===== src/rtl/pcee_pkg.sv =====
// Shared types and constants for the prefix-compressed entry encoder.
// Used by pcee_front, pcee_queue, pcee_back and the top level; no dependencies.
`timescale 1ns / 1ps

package pcee_pkg;

  // Request kinds carried on in_tuser
  typedef enum logic [1:0] {
    REQ_BEGIN   = 2'd0,
    REQ_KEY     = 2'd1,
    REQ_KEY_END = 2'd2,
    REQ_VALUE   = 2'd3
  } req_type_t;

  typedef enum logic [1:0] {
    ERR_NONE      = 2'd0,
    ERR_KEY_TRUNC = 2'd1,
    ERR_SURPLUS   = 2'd2
  } err_t;

  // Six bits hold key lengths of up to 63 bytes
  localparam int KEY_LEN_W = 6;

  localparam int QUEUE_DEPTH = 4;
  localparam int QPTR_W      = 2;

  typedef enum logic {
    CMD_VALUE  = 1'b0,
    CMD_HEADER = 1'b1
  } cmd_kind_t;

  // One unit of work handed from the front to the back
  typedef struct packed {
    cmd_kind_t              kind;
    logic [7:0]             data;
    logic                   entry_end;
    err_t                   err;
    logic [KEY_LEN_W-1:0]   shared_len;
    logic [KEY_LEN_W-1:0]   key_len;
    logic [31:0]            value_total;
  } cmd_t;

endpackage


===== src/rtl/pcee_queue.sv =====
// Small command queue between the front and back parts of the encoder.
// Depends on pcee_pkg for the command type and depth.
`timescale 1ns / 1ps

module pcee_queue (
  input  logic           clk,
  input  logic           rst_n,
  input  logic           push,
  input  pcee_pkg::cmd_t wdata,
  output logic           full,
  input  logic           pop,
  output pcee_pkg::cmd_t rdata,
  output logic           empty
);
  import pcee_pkg::*;

  cmd_t              slot_r [QUEUE_DEPTH];
  logic [QPTR_W-1:0] wr_ptr_r;
  logic [QPTR_W-1:0] rd_ptr_r;
  logic [QPTR_W:0]   count_r;
  logic              do_push;
  logic              do_pop;

  assign full    = (count_r == (QPTR_W+1)'(QUEUE_DEPTH));
  assign empty   = (count_r == '0);
  assign do_push = push && !full;
  assign do_pop  = pop && !empty;
  assign rdata   = slot_r[rd_ptr_r];

  always_ff @(posedge clk) begin
    if (do_push) begin
      slot_r[wr_ptr_r] <= wdata;
    end
  end

  always_ff @(posedge clk) begin
    if (!rst_n) begin
      wr_ptr_r <= '0;
      rd_ptr_r <= '0;
      count_r  <= '0;
    end else begin
      if (do_push) begin
        wr_ptr_r <= wr_ptr_r + QPTR_W'(1);
      end
      if (do_pop) begin
        rd_ptr_r <= rd_ptr_r + QPTR_W'(1);
      end
      unique case ({do_push, do_pop})
        2'b10:   count_r <= count_r + (QPTR_W+1)'(1);
        2'b01:   count_r <= count_r - (QPTR_W+1)'(1);
        default: count_r <= count_r;
      endcase
    end
  end

endmodule


===== src/rtl/pcee_front.sv =====
// Front part: accepts requests, tracks the shared prefix against the stored key
// and queues header and value commands. Holds the key store. Depends on pcee_pkg.
`timescale 1ns / 1ps

module pcee_front #(
  parameter int MAX_KEY = 32
) (
  input  logic                           clk,
  input  logic                           rst_n,
  input  logic                           in_tvalid,
  output logic                           in_tready,
  input  logic [1:0]                     in_tuser,   // req_type
  input  logic [39:0]                    in_tdata,   // data_byte, val_len
  input  logic                           q_full,
  output logic                           q_push,
  output pcee_pkg::cmd_t                 q_wdata,
  input  logic                           hdr_done,
  input  logic [pcee_pkg::KEY_LEN_W-1:0] key_rd_addr,
  output logic [7:0]                     key_rd_data
);
  import pcee_pkg::*;

  localparam int IW = (MAX_KEY > 1) ? $clog2(MAX_KEY) : 1;
  localparam int LW = $clog2(MAX_KEY + 1);

  logic [7:0]         key_mem [MAX_KEY];
  logic [MAX_KEY-1:0] key_vld_r;

  logic [LW-1:0] prev_key_len_r, prev_key_len_nxt;
  logic [LW-1:0] new_key_len_r,  new_key_len_nxt;
  logic [LW-1:0] shared_r,       shared_nxt;
  logic          matching_r,     matching_nxt;
  logic [31:0]   value_total_r,  value_total_nxt;
  logic [31:0]   value_count_r,  value_count_nxt;
  logic          trunc_r,        trunc_nxt;
  logic          hdr_pend_r,     hdr_pend_nxt;

  logic [7:0]    cmp_data_r;
  logic          cmp_vld_r;
  logic [7:0]    rd_data_r;
  logic          rd_vld_r;
  logic [7:0]    cmp_byte;

  req_type_t     req;
  logic [7:0]    data_byte;
  logic [31:0]   val_len;
  logic          accept;
  logic          key_wr;
  logic [IW-1:0] wr_idx;
  logic [IW-1:0] cmp_idx;
  logic [IW-1:0] rd_idx;
  logic [31:0]   value_count_inc;

  assign req          = req_type_t'(in_tuser);
  assign data_byte    = in_tdata[7:0];
  assign val_len      = in_tdata[39:8];
  assign in_tready    = !hdr_pend_r && !q_full;
  assign accept       = in_tvalid && in_tready;

  assign cmp_byte    = cmp_vld_r ? cmp_data_r : 8'd0;
  assign key_rd_data = rd_vld_r ? rd_data_r : 8'd0;
  assign value_count_inc = value_count_r + 32'd1;

  always_comb begin
    prev_key_len_nxt = prev_key_len_r;
    new_key_len_nxt  = new_key_len_r;
    shared_nxt       = shared_r;
    matching_nxt     = matching_r;
    value_total_nxt  = value_total_r;
    value_count_nxt  = value_count_r;
    trunc_nxt        = trunc_r;
    hdr_pend_nxt     = hdr_pend_r && !hdr_done;
    key_wr           = 1'b0;
    q_push           = 1'b0;
    q_wdata          = '0;
    q_wdata.kind     = CMD_VALUE;
    q_wdata.err      = ERR_NONE;
    if (accept) begin
      unique case (req)
        REQ_BEGIN: begin
          value_total_nxt = val_len;
          value_count_nxt = '0;
          new_key_len_nxt = '0;
          shared_nxt      = '0;
          matching_nxt    = 1'b1;
          trunc_nxt       = 1'b0;
        end
        REQ_KEY: begin
          if (new_key_len_r >= LW'(MAX_KEY)) begin
            trunc_nxt = 1'b1;
          end else begin
            if (matching_r && (new_key_len_r < prev_key_len_r) && (cmp_byte == data_byte)) begin
              shared_nxt = shared_r + LW'(1);
            end else begin
              matching_nxt = 1'b0;
            end
            key_wr          = 1'b1;
            new_key_len_nxt = new_key_len_r + LW'(1);
          end
        end
        REQ_KEY_END: begin
          q_push              = 1'b1;
          q_wdata.kind        = CMD_HEADER;
          q_wdata.shared_len  = KEY_LEN_W'(shared_r);
          q_wdata.key_len     = KEY_LEN_W'(new_key_len_r);
          q_wdata.value_total = value_total_r;
          q_wdata.err         = trunc_r ? ERR_KEY_TRUNC : ERR_NONE;
          prev_key_len_nxt    = new_key_len_r;
          // key store must stay put until the back has read the key bytes out
          hdr_pend_nxt        = 1'b1;
        end
        REQ_VALUE: begin
          q_push = 1'b1;
          if (value_count_r >= value_total_r) begin
            q_wdata.err = ERR_SURPLUS;
          end else begin
            value_count_nxt   = value_count_inc;
            q_wdata.data      = data_byte;
            q_wdata.entry_end = (value_count_inc == value_total_r);
          end
        end
        default: begin
          q_push = 1'b0;
        end
      endcase
    end
  end

  assign wr_idx  = new_key_len_r[IW-1:0];
  // compare port always looks one write ahead, so its data lines up with new_key_len_r
  assign cmp_idx = (new_key_len_nxt < LW'(MAX_KEY)) ? new_key_len_nxt[IW-1:0] : '0;
  assign rd_idx  = (key_rd_addr < KEY_LEN_W'(MAX_KEY)) ? key_rd_addr[IW-1:0] : '0;

  always_ff @(posedge clk) begin
    if (key_wr) begin
      key_mem[wr_idx] <= data_byte;
    end
    cmp_data_r <= key_mem[cmp_idx];
    rd_data_r  <= key_mem[rd_idx];
  end

  always_ff @(posedge clk) begin
    if (!rst_n) begin
      key_vld_r      <= '0;
      cmp_vld_r      <= 1'b0;
      rd_vld_r       <= 1'b0;
      prev_key_len_r <= '0;
      new_key_len_r  <= '0;
      shared_r       <= '0;
      matching_r     <= 1'b1;
      value_total_r  <= '0;
      value_count_r  <= '0;
      trunc_r        <= 1'b0;
      hdr_pend_r     <= 1'b0;
    end else begin
      if (key_wr) begin
        key_vld_r[wr_idx] <= 1'b1;
      end
      cmp_vld_r      <= key_vld_r[cmp_idx];
      rd_vld_r       <= key_vld_r[rd_idx];
      prev_key_len_r <= prev_key_len_nxt;
      new_key_len_r  <= new_key_len_nxt;
      shared_r       <= shared_nxt;
      matching_r     <= matching_nxt;
      value_total_r  <= value_total_nxt;
      value_count_r  <= value_count_nxt;
      trunc_r        <= trunc_nxt;
      hdr_pend_r     <= hdr_pend_nxt;
    end
  end

endmodule


===== src/rtl/pcee_back.sv =====
// Back part: drains commands, emits the varint header and unshared key bytes,
// passes value bytes and holds the output register. Depends on pcee_pkg.
`timescale 1ns / 1ps

module pcee_back (
  input  logic                           clk,
  input  logic                           rst_n,
  input  logic                           q_empty,
  input  pcee_pkg::cmd_t                 q_head,
  output logic                           q_pop,
  output logic                           hdr_done,
  output logic [pcee_pkg::KEY_LEN_W-1:0] key_rd_addr,
  input  logic [7:0]                     key_rd_data,
  output logic                           out_tvalid,
  input  logic                           out_tready,
  output logic [7:0]                     out_tdata,  // out_byte
  output logic                           out_tlast,  // run_last
  output logic [2:0]                     out_tuser   // entry_end, error[1:0]
);
  import pcee_pkg::*;

  typedef enum logic [4:0] {
    ST_IDLE     = 5'b00001,
    ST_SHARED   = 5'b00010,
    ST_UNSHARED = 5'b00100,
    ST_VLEN     = 5'b01000,
    ST_KEY      = 5'b10000
  } back_state_t;

  back_state_t          state_r,   state_nxt;
  cmd_t                 hdr_r,     hdr_nxt;
  logic [31:0]          vl_r,      vl_nxt;
  logic [KEY_LEN_W-1:0] key_idx_r, key_idx_nxt;

  logic       out_valid_r;
  logic [7:0] out_byte_r;
  logic       out_last_r;
  logic       out_end_r;
  err_t       out_err_r;

  logic       ld_ok;
  logic       emit;
  logic [7:0] emit_byte;
  logic       emit_last;
  logic       emit_end;
  err_t       emit_err;
  logic       vl_more;
  logic [KEY_LEN_W-1:0] key_idx_inc;

  assign ld_ok       = !out_valid_r || out_tready;
  assign vl_more     = |vl_r[31:7];
  assign key_idx_inc = key_idx_r + KEY_LEN_W'(1);
  // read one ahead: the registered key data always matches key_idx_r
  assign key_rd_addr = key_idx_nxt;

  always_comb begin
    state_nxt   = state_r;
    hdr_nxt     = hdr_r;
    vl_nxt      = vl_r;
    key_idx_nxt = key_idx_r;
    q_pop       = 1'b0;
    hdr_done    = 1'b0;
    emit        = 1'b0;
    emit_byte   = 8'd0;
    emit_last   = 1'b0;
    emit_end    = 1'b0;
    emit_err    = hdr_r.err;
    unique case (state_r)
      ST_IDLE: begin
        if (!q_empty) begin
          if (q_head.kind == CMD_HEADER) begin
            q_pop       = 1'b1;
            hdr_nxt     = q_head;
            vl_nxt      = q_head.value_total;
            key_idx_nxt = q_head.shared_len;
            state_nxt   = ST_SHARED;
          end else if (ld_ok) begin
            q_pop     = 1'b1;
            emit      = 1'b1;
            emit_byte = q_head.data;
            emit_last = 1'b1;
            emit_end  = q_head.entry_end;
            emit_err  = q_head.err;
          end
        end
      end
      ST_SHARED: begin
        if (ld_ok) begin
          emit      = 1'b1;
          emit_byte = 8'(hdr_r.shared_len);
          state_nxt = ST_UNSHARED;
        end
      end
      ST_UNSHARED: begin
        if (ld_ok) begin
          emit      = 1'b1;
          emit_byte = 8'(hdr_r.key_len - hdr_r.shared_len);
          state_nxt = ST_VLEN;
        end
      end
      ST_VLEN: begin
        if (ld_ok) begin
          emit      = 1'b1;
          emit_byte = {vl_more, vl_r[6:0]};
          if (vl_more) begin
            vl_nxt = {7'd0, vl_r[31:7]};
          end else if (hdr_r.key_len == hdr_r.shared_len) begin
            emit_last = 1'b1;
            emit_end  = (hdr_r.value_total == 32'd0);
            hdr_done  = 1'b1;
            state_nxt = ST_IDLE;
          end else begin
            state_nxt = ST_KEY;
          end
        end
      end
      ST_KEY: begin
        if (ld_ok) begin
          emit        = 1'b1;
          emit_byte   = key_rd_data;
          key_idx_nxt = key_idx_inc;
          if (key_idx_inc == hdr_r.key_len) begin
            emit_last = 1'b1;
            emit_end  = (hdr_r.value_total == 32'd0);
            hdr_done  = 1'b1;
            state_nxt = ST_IDLE;
          end
        end
      end
      default: begin
        state_nxt = ST_IDLE;
      end
    endcase
  end

  always_ff @(posedge clk) begin
    if (!rst_n) begin
      state_r     <= ST_IDLE;
      key_idx_r   <= '0;
      out_valid_r <= 1'b0;
    end else begin
      state_r   <= state_nxt;
      key_idx_r <= key_idx_nxt;
      if (emit) begin
        out_valid_r <= 1'b1;
      end else if (out_tready) begin
        out_valid_r <= 1'b0;
      end
    end
  end

  always_ff @(posedge clk) begin
    hdr_r <= hdr_nxt;
    vl_r  <= vl_nxt;
    if (emit) begin
      out_byte_r <= emit_byte;
      out_last_r <= emit_last;
      out_end_r  <= emit_end;
      out_err_r  <= emit_err;
    end
  end

  assign out_tvalid = out_valid_r;
  assign out_tdata  = out_byte_r;
  assign out_tlast  = out_last_r;
  assign out_tuser  = {out_err_r, out_end_r};

endmodule


===== src/rtl/prefix_compressed_entry_encoder.sv =====
// Top level of the prefix-compressed key/value entry encoder.
// Ties pcee_front, pcee_queue and pcee_back together; depends on pcee_pkg.
//
// Usage:
//   Input stream (in_*): one request per transfer. in_tuser gives the kind
//   (begin entry, key byte, end of key, value byte); in_tdata carries the byte
//   and, on begin entry, the value length.
//   Output stream (out_*): one encoded byte per transfer. out_tlast marks the
//   last byte caused by one request, out_tuser the entry end and error code.
//   Begin, key and value requests are taken one per cycle while the command
//   queue has room and no header is in progress. An end-of-key request holds
//   the input until its last header byte is loaded: shared and unshared
//   lengths (one byte each), the value length as a 1 to 5 byte varint and
//   the unshared key bytes, one byte per cycle from the output register while
//   the receiver takes them. The header command passes through the queue, is
//   fetched by the idle sequencer, and then its bytes are loaded in that order.
//   A value byte passes through the command queue and the output register.
//   Reset clears all control state and the key store (via per-entry valid
//   bits). When the receiver stalls, the output register holds, the queue
//   fills and in_tready drops; nothing is lost.
`timescale 1ns / 1ps

module prefix_compressed_entry_encoder #(
  parameter int MAX_KEY = 32
) (
  input  logic        clk,
  input  logic        rst_n,
  input  logic        in_tvalid,
  output logic        in_tready,
  input  logic [1:0]  in_tuser,   // req_type
  input  logic [39:0] in_tdata,   // data_byte[7:0], val_len[39:8]
  output logic        out_tvalid,
  input  logic        out_tready,
  output logic [7:0]  out_tdata,  // out_byte
  output logic        out_tlast,  // run_last
  output logic [2:0]  out_tuser   // entry_end[0], error[2:1]
);
  import pcee_pkg::*;

  logic                 q_push;
  logic                 q_pop;
  logic                 q_full;
  logic                 q_empty;
  cmd_t                 q_wdata;
  cmd_t                 q_rdata;
  logic                 hdr_done;
  logic [KEY_LEN_W-1:0] key_rd_addr;
  logic [7:0]           key_rd_data;

  pcee_front #(
    .MAX_KEY (MAX_KEY)
  ) u_front (
    .clk         (clk),
    .rst_n       (rst_n),
    .in_tvalid   (in_tvalid),
    .in_tready   (in_tready),
    .in_tuser    (in_tuser),
    .in_tdata    (in_tdata),
    .q_full      (q_full),
    .q_push      (q_push),
    .q_wdata     (q_wdata),
    .hdr_done    (hdr_done),
    .key_rd_addr (key_rd_addr),
    .key_rd_data (key_rd_data)
  );

  pcee_queue u_queue (
    .clk   (clk),
    .rst_n (rst_n),
    .push  (q_push),
    .wdata (q_wdata),
    .full  (q_full),
    .pop   (q_pop),
    .rdata (q_rdata),
    .empty (q_empty)
  );

  pcee_back u_back (
    .clk         (clk),
    .rst_n       (rst_n),
    .q_empty     (q_empty),
    .q_head      (q_rdata),
    .q_pop       (q_pop),
    .hdr_done    (hdr_done),
    .key_rd_addr (key_rd_addr),
    .key_rd_data (key_rd_data),
    .out_tvalid  (out_tvalid),
    .out_tready  (out_tready),
    .out_tdata   (out_tdata),
    .out_tlast   (out_tlast),
    .out_tuser   (out_tuser)
  );

endmodule

===== config.mk =====
export PLATFORM = sky130hd
export DESIGN_NAME = prefix_compressed_entry_encoder
export DESIGN_NICKNAME = d
export VERILOG_FILES = /design/src/rtl/pcee_pkg.sv /design/src/rtl/pcee_queue.sv /design/src/rtl/pcee_front.sv /design/src/rtl/pcee_back.sv /design/src/rtl/prefix_compressed_entry_encoder.sv
export SDC_FILE = /design/constraint.sdc
export NUM_CORES = 1
export LEC_CHECK = 0
export BUFFER_PORTS_ARGS = -buffer_cell sky130_fd_sc_hd__buf_2
export CAP_MARGIN = 30
export CORE_MARGIN = 3
export CORE_UTILIZATION = 60
export CTS_CLUSTER_SIZE = 12
export DETAILED_ROUTE_END_ITERATION = 8
export GPL_ROUTABILITY_DRIVEN = 0
export PLACE_DENSITY = 0.77
export SYNTH_ARGS = -nofsm -noshare
export SYNTH_HDL_FRONTEND = slang
export SYNTH_SLANG_ARGS = --single-unit

===== constraint.sdc =====
create_clock -name clk -period 5.4 [get_ports clk]
set_clock_uncertainty 0.1 [all_clocks]
set_input_delay 0 -clock clk [delete_from_list [all_inputs] [get_ports clk]]
set_output_delay 0 -clock clk [all_outputs]
set_load 0.1 [all_outputs]

==> results of run 1 <==
## flip-flops by register name, summed over array words and instances (netlist names), 8 cells and up, named ones only
name / cells
u_front.value_total_r: 32
u_front.key_mem: 256
u_front.rd_data_r: 8
u_front.value_count_r: 32
u_back.vl_r: 32
u_back.hdr_r: 46
u_back.out_tdata: 8
u_front.key_vld_r: 32
u_queue.slot_r: 224
u_front.cmp_data_r: 8
## how the worst max path moves through the flow
stage                                 endpoint  slack [ns]  depth (start not counted)
final                     u_front.rd_data_r[4]        0.77                          8
after global placement    u_front.rd_data_r[5]        1.04                          9
after CTS                 u_front.rd_data_r[4]        0.88                          8
after global routing      u_front.rd_data_r[1]        0.53                          8
after detailed placement  u_front.rd_data_r[4]        0.87                          8
after floorplan                 u_back.vl_r[0]        1.43                          3
## area by class of cell
| class | count | area (sq um) |
|---|---|---|
| Antenna cell | 1 | 2.50 |
| Clock buffer | 114 | 2110 |
| Clock inverter | 17 | 168 |
| Fill cell | 3744 | 17900 |
| Inverter | 70 | 265 |
| Multi-Input combinational cell | 1726 | 12300 |
| Sequential cell | 726 | 20200 |
| Tap cell | 748 | 936 |
| Timing Repair Buffer | 164 | 1260 |
## metal layers
| layer | routed length, um | vias to the layer above | share of wire (%) | track usage [%] |
|---|---|---|---|---|
| met5 | 55 | - | 0.058 | 0 |
| met4 | 4490 | 8 | 4.8 | 13.2 |
| met1 | 36200 | 11800 | 38 | 44.5 |
| met3 | 12700 | 403 | 13 | 9.12 |
| met2 | 40900 | 1821 | 43 | 46.9 |
| li1 | - | 10300 | - | - |
## layout by cell type (no fill, tap or decap), types with 44 or more instances in the layout
cell / synthesis / final
nand2_1: 400 / 400
ha_1: 55 / 55
dlygate4sd3_1: 0 / 55
buf_4: 18 / 47
xnor2_1: 51 / 51
inv_1: 69 / 68
nand3_1: 119 / 119
edfxtp_1: 570 / 570
and3_1: 48 / 44
mux2i_1: 142 / 142
buf_2: 29 / 59
clkbuf_16: 0 / 76
dfxtp_1: 156 / 154
o21ai_0: 45 / 44
mux4_2: 88 / 88
nor2_1: 150 / 150
a21oi_1: 101 / 101
## power by group through the flow
stage	clock network [uW]	registers, uW	logic (uW)
6_report	4880	6820	3680
3_5_place_dp	0	6910	3500
3_3_place_gp	0	6890	3410
4_1_cts	4910	6800	3560
5_1_grt	5150	6840	3870
2_1_floorplan	0	7000	2430
## tightest hold or removal path: cells and delay by family
kind	cells	cell delay [ns]
buf+inv	2	0.64
simple gates	1	0.05
compound gates	1	0.05
## through the flow
stage	worst slack (ns)	power (uW)	instances	area, sq um
floorplan	1.43	9420	2670	33600
global placement	1.04	10300	3373	34400
detailed placement	0.872	10400	3376	34400
CTS	0.881	15300	3562	37300
global route	0.528	15900	3565	37300
finish	0.767	15400	3566	37300
## cells by family (layout without fill, tap and decap cells)
logic type / count (synthesis) / after routing / synth area share [%]
DFF: 726 / 726 / 60.3
and+or+nand+nor: 906 / 906 / 12.7
buffers and inverters: 218 / 365 / 3.09
muxes: 237 / 237 / 10.4
AOI/OAI and AO/OA: 449 / 449 / 9.38
xor gates and xnor gates: 77 / 77 / 2.01
adders and majority gates: 57 / 57 / 2.17
other: 0 / 1 / 0
## what timing repair did
item | 4_1_cts | 5_1_grt
resized for setup | 0 | 0
endpoints found under the hold margin | 334 | 0
hold buffers | 55 | 0
==> impl_results.rst, run 1 <==
.. list-table::
   :header-rows: 1

   * - Metric
     - Value
   * - Outcome
     - finished, final reports clean
   * - Via count normalized by instance count
     - a little under 7
   * - CTS root buffer
     - clkbuf_16
   * - Synth top area cells
     - edfxtp_1 51%, dfxtp_1 9.3%, mux4_2 5.9%
   * - Tightest Hold Check Type
     - input pin to flip-flop
   * - Layout-stage area growth over the synthesis result
     - 11.2%
   * - Internal power component
     - 10400 uW
   * - Logic depth of the worst register-to-register path
     - 8
   * - Total of max-cap violations
     - 0
   * - Share of the core filled with cells in the final layout
     - between 60 and 70%
   * - Worst R2R Setup Slack
     - 0.77 ns
   * - Total number of yosys warnings
     - 0
   * - Sequential share of power
     - about 44%
   * - Post-route minimum period
     - around 4.6 ns
   * - Leading register cell type out of synthesis
     - edfxtp_1
   * - CP max stage delay
     - ~0.76 ns
   * - Power share of the clock group
     - a little under a third
   * - Hold_sp
     - in_tdata[30]
   * - Fmax
     - between 0.2 and 0.25 GHz
   * - Count of buffers added by post-CTS timing repair for setup
     - 0
   * - Via count of the first global-routing pass
     - about 24000
   * - Netlist area before placement
     - roughly 0.034 sq mm
   * - IR Drop Worst-Case VDD
     - 0.000394 V
   * - Global-route congestion overflow total
     - 0
   * - Sequential fraction of the synthesis area
     - 60.3%
   * - Post-CTS clock slew at the launch and capture registers of the worst setup and hold paths
     - 0.06 ns
   * - Critical path fanouts, max
     - 38
   * - Portion of synthesized cell area occupied by the leading cell type
     - between 50% and 60%
   * - Share of layout cells above drive strength 1
     - 12.3%
   * - Final setup violation count
     - 0
   * - Overall die height
     - approximately 240 um
   * - Worst setup path category
     - flip-flop to flip-flop
   * - CTS tree
     - built
   * - Total count of hold-check failures in the final report
     - 0
   * - Worst slew margin relative to its limit
     - approximately a quarter
   * - Switching share of total power
     - 32.1%
   * - Standby leakage power
     - 0.0126 uW
   * - Cell occurring most often along the worst timing path
     - nand2_1
   * - Crit-path leading delay family
     - compound AO/OA/AOI/OAI gates
   * - Net Count, Synth
     - 2773
   * - Cell at the slowest stage of the critical path
     - a221oi_4
   * - Initial antenna violation count
     - 4
   * - Type of element capturing the critical path
     - flip-flop
   * - Die width
     - 243 um
   * - Maximum level of the CTS H-tree
     - 3
   * - Final Routed Wirelength
     - roughly 94 mm
   * - Maximum number of pins on one net before global-route repair
     - 56
   * - Synthesized area per cell
     - between 10 and 15 sq um
   * - Share of the clock period used by the worst path
     - roughly 86%
   * - Via count
     - 24300
   * - Async SR Flop Fraction
     - 0%
   * - Clock latency of the later-clocked register in the worst-skew pair
     - around 0.63 ns
   * - Number of sinks handled by clock tree synthesis
     - 726
   * - DIE AREA
     - slightly below 0.06 sq mm
   * - Post-synthesis cell type count
     - 88
   * - End of the worst register-to-register path
     - u_front.rd_data_r[4]
   * - Total Routing Usage GR
     - 31.7%
   * - Initial cell density of the core
     - a little over 60%
   * - DRC violation count after routing
     - 0
   * - Pins Over Slew Limit
     - 0
   * - Net Switching
     - 4940 uW
   * - Number of rows in the core area
     - 86
   * - Post-synth EDFFs
     - 570
   * - Post-synthesis sequential element count
     - between 700 and 800
   * - Longest Clk Path Bufs
     - 3
   * - Num CTS Buffers
     - 75
   * - Combinational power share
     - roughly a quarter
   * - Minimum hold slack
     - around 0.064 ns
   * - Hold depth
     - 4
   * - Pwr per Cell Area
     - just over 400 mW/mm^2
   * - Leading cell types by count after synthesis
     - 570 x edfxtp_1, 400 x nand2_1, 156 x dfxtp_1, 150 x nor2_1, 142 x mux2i_1
   * - Final TNS setup
     - 0 ns
   * - Dominant cell by count in the synthesized netlist
     - edfxtp_1
   * - Detailed router's first-iteration violation count
     - ~3800
   * - RSZ-0062 raised after global routing
     - false
   * - Core area
     - between 0.05 and 0.06 sq mm
   * - Remaining antenna violation count after routing
     - 0
   * - Min-Delay Endpoint
     - u_front.value_total_r[22]
   * - HPWL after detailed placement
     - slightly above 60 mm
   * - First-pass GRT wire length
     - around 140 mm
   * - Critical path startpoint category
     - flip-flop
   * - Synth Instances
     - around 2700
   * - Routed WL per cell
     - approximately 26 um
   * - Final net count
     - between 2000 and 3000
   * - Worst endpoint data arrival time
     - approximately 5.0 ns
   * - Area leader, netlist
     - edfxtp_1
   * - First-pass detailed-route iteration total
     - 7
   * - Number of placed I/O pins
     - 60
   * - Total buffers and inverters traversed by the critical path
     - 1
   * - Crit-path cells
     - buf_4 -> mux4_2 -> a221oi_4 -> nand2_1 -> nand2_1 -> o221ai_1 -> a221oi_1 -> a31oi_1
   * - Transition time at the pin with the least slew margin
     - 1.12 ns
   * - Required time of the critical path
     - a little under 6 ns
   * - Count of buffers from port buffering
     - ~60
No activity file was read; power rests on OpenSTA's default activity.
==> inputs of run 2 (changes only) <==
--- a/config.mk
+++ b/config.mk
@@ -9,6 +9,7 @@
 export CAP_MARGIN = 30
 export CORE_MARGIN = 3
 export CORE_UTILIZATION = 60
+export CTS_BUF_LIST = sky130_fd_sc_hd__clkbuf_4
 export CTS_CLUSTER_SIZE = 12
 export DETAILED_ROUTE_END_ITERATION = 8
 export GPL_ROUTABILITY_DRIVEN = 0
==> impl_results.rst, run 2 (same netlist as run 1, synthesis figures left out) <==
.. list-table::
   :header-rows: 1

   * - Metric
     - Value
   * - Cell occurring most often along the worst timing path
     - nand2_1
   * - Post-place setup slack
     - 0.872 ns
   * - Reg with most FFs
     - u_front.key_mem
   * - Post-route minimum period
     - ~4.8 ns
   * - Transition time at the pin with the least slew margin
     - about 1.1 ns
   * - Worst slew margin relative to its limit
     - between 20 and 30%
   * - First-pass GRT wire length
     - between 100 and 150 mm
   * - Number of placed I/O pins
     - 60
   * - Worst setup path category
     - flip-flop to flip-flop
   * - Die width
     - between 200 and 250 um
   * - IR Drop Worst-Case VDD
     - 0.000342 V
   * - Initial cell density of the core
     - a little over 60%
   * - Share of layout cells above drive strength 1
     - ~17%
   * - Detailed router's first-iteration violation count
     - between 4000 and 5000
   * - Share of the clock period used by the worst path
     - roughly nine tenths
   * - CTS root buffer
     - clkbuf_4
   * - Tightest Hold Check Type
     - input pin to flip-flop
   * - Maximum level of the CTS H-tree
     - 4
   * - Hold depth
     - 5
   * - Final TNS setup
     - 0 ns
   * - Maximum number of pins on one net before global-route repair
     - 56
   * - Via count of the first global-routing pass
     - between 20000 and 30000
   * - Final net count
     - ~3000
   * - Via count
     - approximately 26000
   * - Critical path startpoint category
     - flip-flop
   * - Final setup violation count
     - 0
   * - Most frequent standard cell in the layout excluding fill and tap cells
     - edfxtp_1
   * - Count of buffers from port buffering
     - between 50 and 60
   * - Required time of the critical path
     - 6.16 ns
   * - Final Routed Wirelength
     - 97.7 mm
   * - Global-route congestion overflow total
     - 0
   * - Number of flip-flops in the largest register
     - between 200 and 300
   * - Routed WL per cell
     - 25.4 um
   * - DRC violation count after routing
     - 0
   * - Remaining antenna violation count after routing
     - 0
   * - Largest registers ranked by flip-flop count
     - u_front.key_mem: 256 flops, u_queue.slot_r: 224 flops, u_back.hdr_r: 46 flops
   * - Core area
     - between 0.05 and 0.06 sq mm
   * - Number of rows in the core area
     - 86
   * - Standby leakage power
     - ~0.013 uW
   * - Critical path fanouts, max
     - 38
   * - Logic depth of the worst register-to-register path
     - 8
   * - Design Area, Final
     - around 0.038 sq mm
   * - Initial antenna violation count
     - 7
   * - Fin worst setup slack
     - between 0.6 and 0.7 ns
   * - Outcome
     - finished, final reports clean
   * - Longest Clk Path Bufs
     - 3
   * - Number of gates resized after cts
     - 0
   * - Worst endpoint data arrival time
     - about 5.6 ns
   * - Cell count after placement
     - 3376
   * - Total count of hold-check failures in the final report
     - 0
   * - Clock latency of the later-clocked register in the worst-skew pair
     - ~1.0 ns
   * - Crit-path cells
     - buf_4 -> mux4_2 -> a221oi_4 -> nand2_1 -> nand2_1 -> o2111ai_1 -> a221oi_1 -> a31oi_1
   * - CTS tree
     - built
   * - Commonest cells after routing, fill and taps aside
     - 570 x edfxtp_1, 400 x nand2_1, 263 x clkbuf_4
   * - Share of the core filled with cells in the final layout
     - 69.4%
   * - Fmax
     - 0.208 GHz
   * - Type of element capturing the critical path
     - flip-flop
   * - CP max stage delay
     - between 0.7 and 0.8 ns
   * - Number of sinks handled by clock tree synthesis
     - ~730
   * - Total of max-cap violations
     - 0
   * - Total Routing Usage GR
     - between 30% and 40%
   * - RSZ-0062 raised after global routing
     - false
   * - Final non-filler cell total
     - between 3000 and 4000
   * - Cell area after placement
     - about 0.034 sq mm
   * - Cell at the slowest stage of the critical path
     - a221oi_4
   * - Num CTS Buffers
     - between 150 and 200
   * - First-pass detailed-route iteration total
     - 8
   * - DIE AREA
     - around 0.06 sq mm
   * - Post-CTS clock slew at the launch and capture registers of the worst setup and hold paths
     - roughly 0.06 ns
   * - Pins Over Slew Limit
     - 0
   * - Layout-stage area growth over the synthesis result
     - 14.1%
   * - HPWL after detailed placement
     - a little over 60 mm
   * - Via count normalized by instance count
     - roughly 6.6
   * - Pwr per Cell Area
     - around 400 mW/mm^2
   * - Overall die height
     - around 240 um
## run 2: changes by cell type in the layout (fill, tap and decap cells not counted), moves of 3 or more
cell / previous run / this run
clkbuf_4: 0 / 263
clkbuf_16: 76 / 0
bufinv_16: 0 / 5
inv_2: 1 / 4
clkinvlp_4: 1 / 4
clkbuf_1: 31 / 0
diode_2: 1 / 6
clkinv_1: 4 / 34
clkbuf_8: 7 / 0
dlygate4sd3_1: 55 / 142
## run 2: layout make-up
type                       instances  area (sq um)
clock buffer                     263          1970
antenna                            6          15.0
fill                            3723         16900
tap                              748           936
timing repair buffer             253          2150
clock inverter                    56           380
multi-input combinational       1726         12300
sequential                       726         20200
inverter                          70           265
## run 2: critical path: cells and delay by family, from the launching register on
family          cells  cell delay [ns]
compound gates      4             1.80
buf+inv             1             0.59
flops               1             0.36
mux                 1             0.66
simple gates        2             1.05
## run 2: path summary, 6_finish.rpt
path                                    end  slack (ns)                from
setup / recovery       u_front.rd_data_r[0]        0.60           flip-flop
hold / removal    u_front.value_count_r[12]        0.12         in_tuser[0]
setup reg to reg       u_front.rd_data_r[0]        0.60           flip-flop
hold reg to reg          u_front.matching_r        0.36  u_front.matching_r
## run 2: timing repair
action / in CTS / in global routing
setup buffers: 0 / 0
endpoints found under the hold margin: 829 / 0
hold buffers: 142 / 0
endpoints found under the setup margin: 0 / 0
## run 2: metrics by stage
stage | power [uW] | hold slack [ns]
2_1_floorplan | 9420 | -0.00113
4_1_cts | 15100 | 0.0293
5_1_grt | 15800 | 0.0791
3_5_place_dp | 10400 | 0.146
6_report | 15300 | 0.116
3_3_place_gp | 10300 | 0.140
## run 2: power by group
group,internal (uW),switching (uW)
clock network,2480,2230
logic,1230,2500
registers,6520,298
## run 2: metal layers
metal / track usage (%) / up-vias / part of all wire, %
met5: 0 / - / 0.10
met4: 15.8 / 6 / 4.7
met3: 12.5 / 429 / 14
met2: 49.0 / 1975 / 44
met1: 43.8 / 12300 / 37
li1: - / 10800 / -
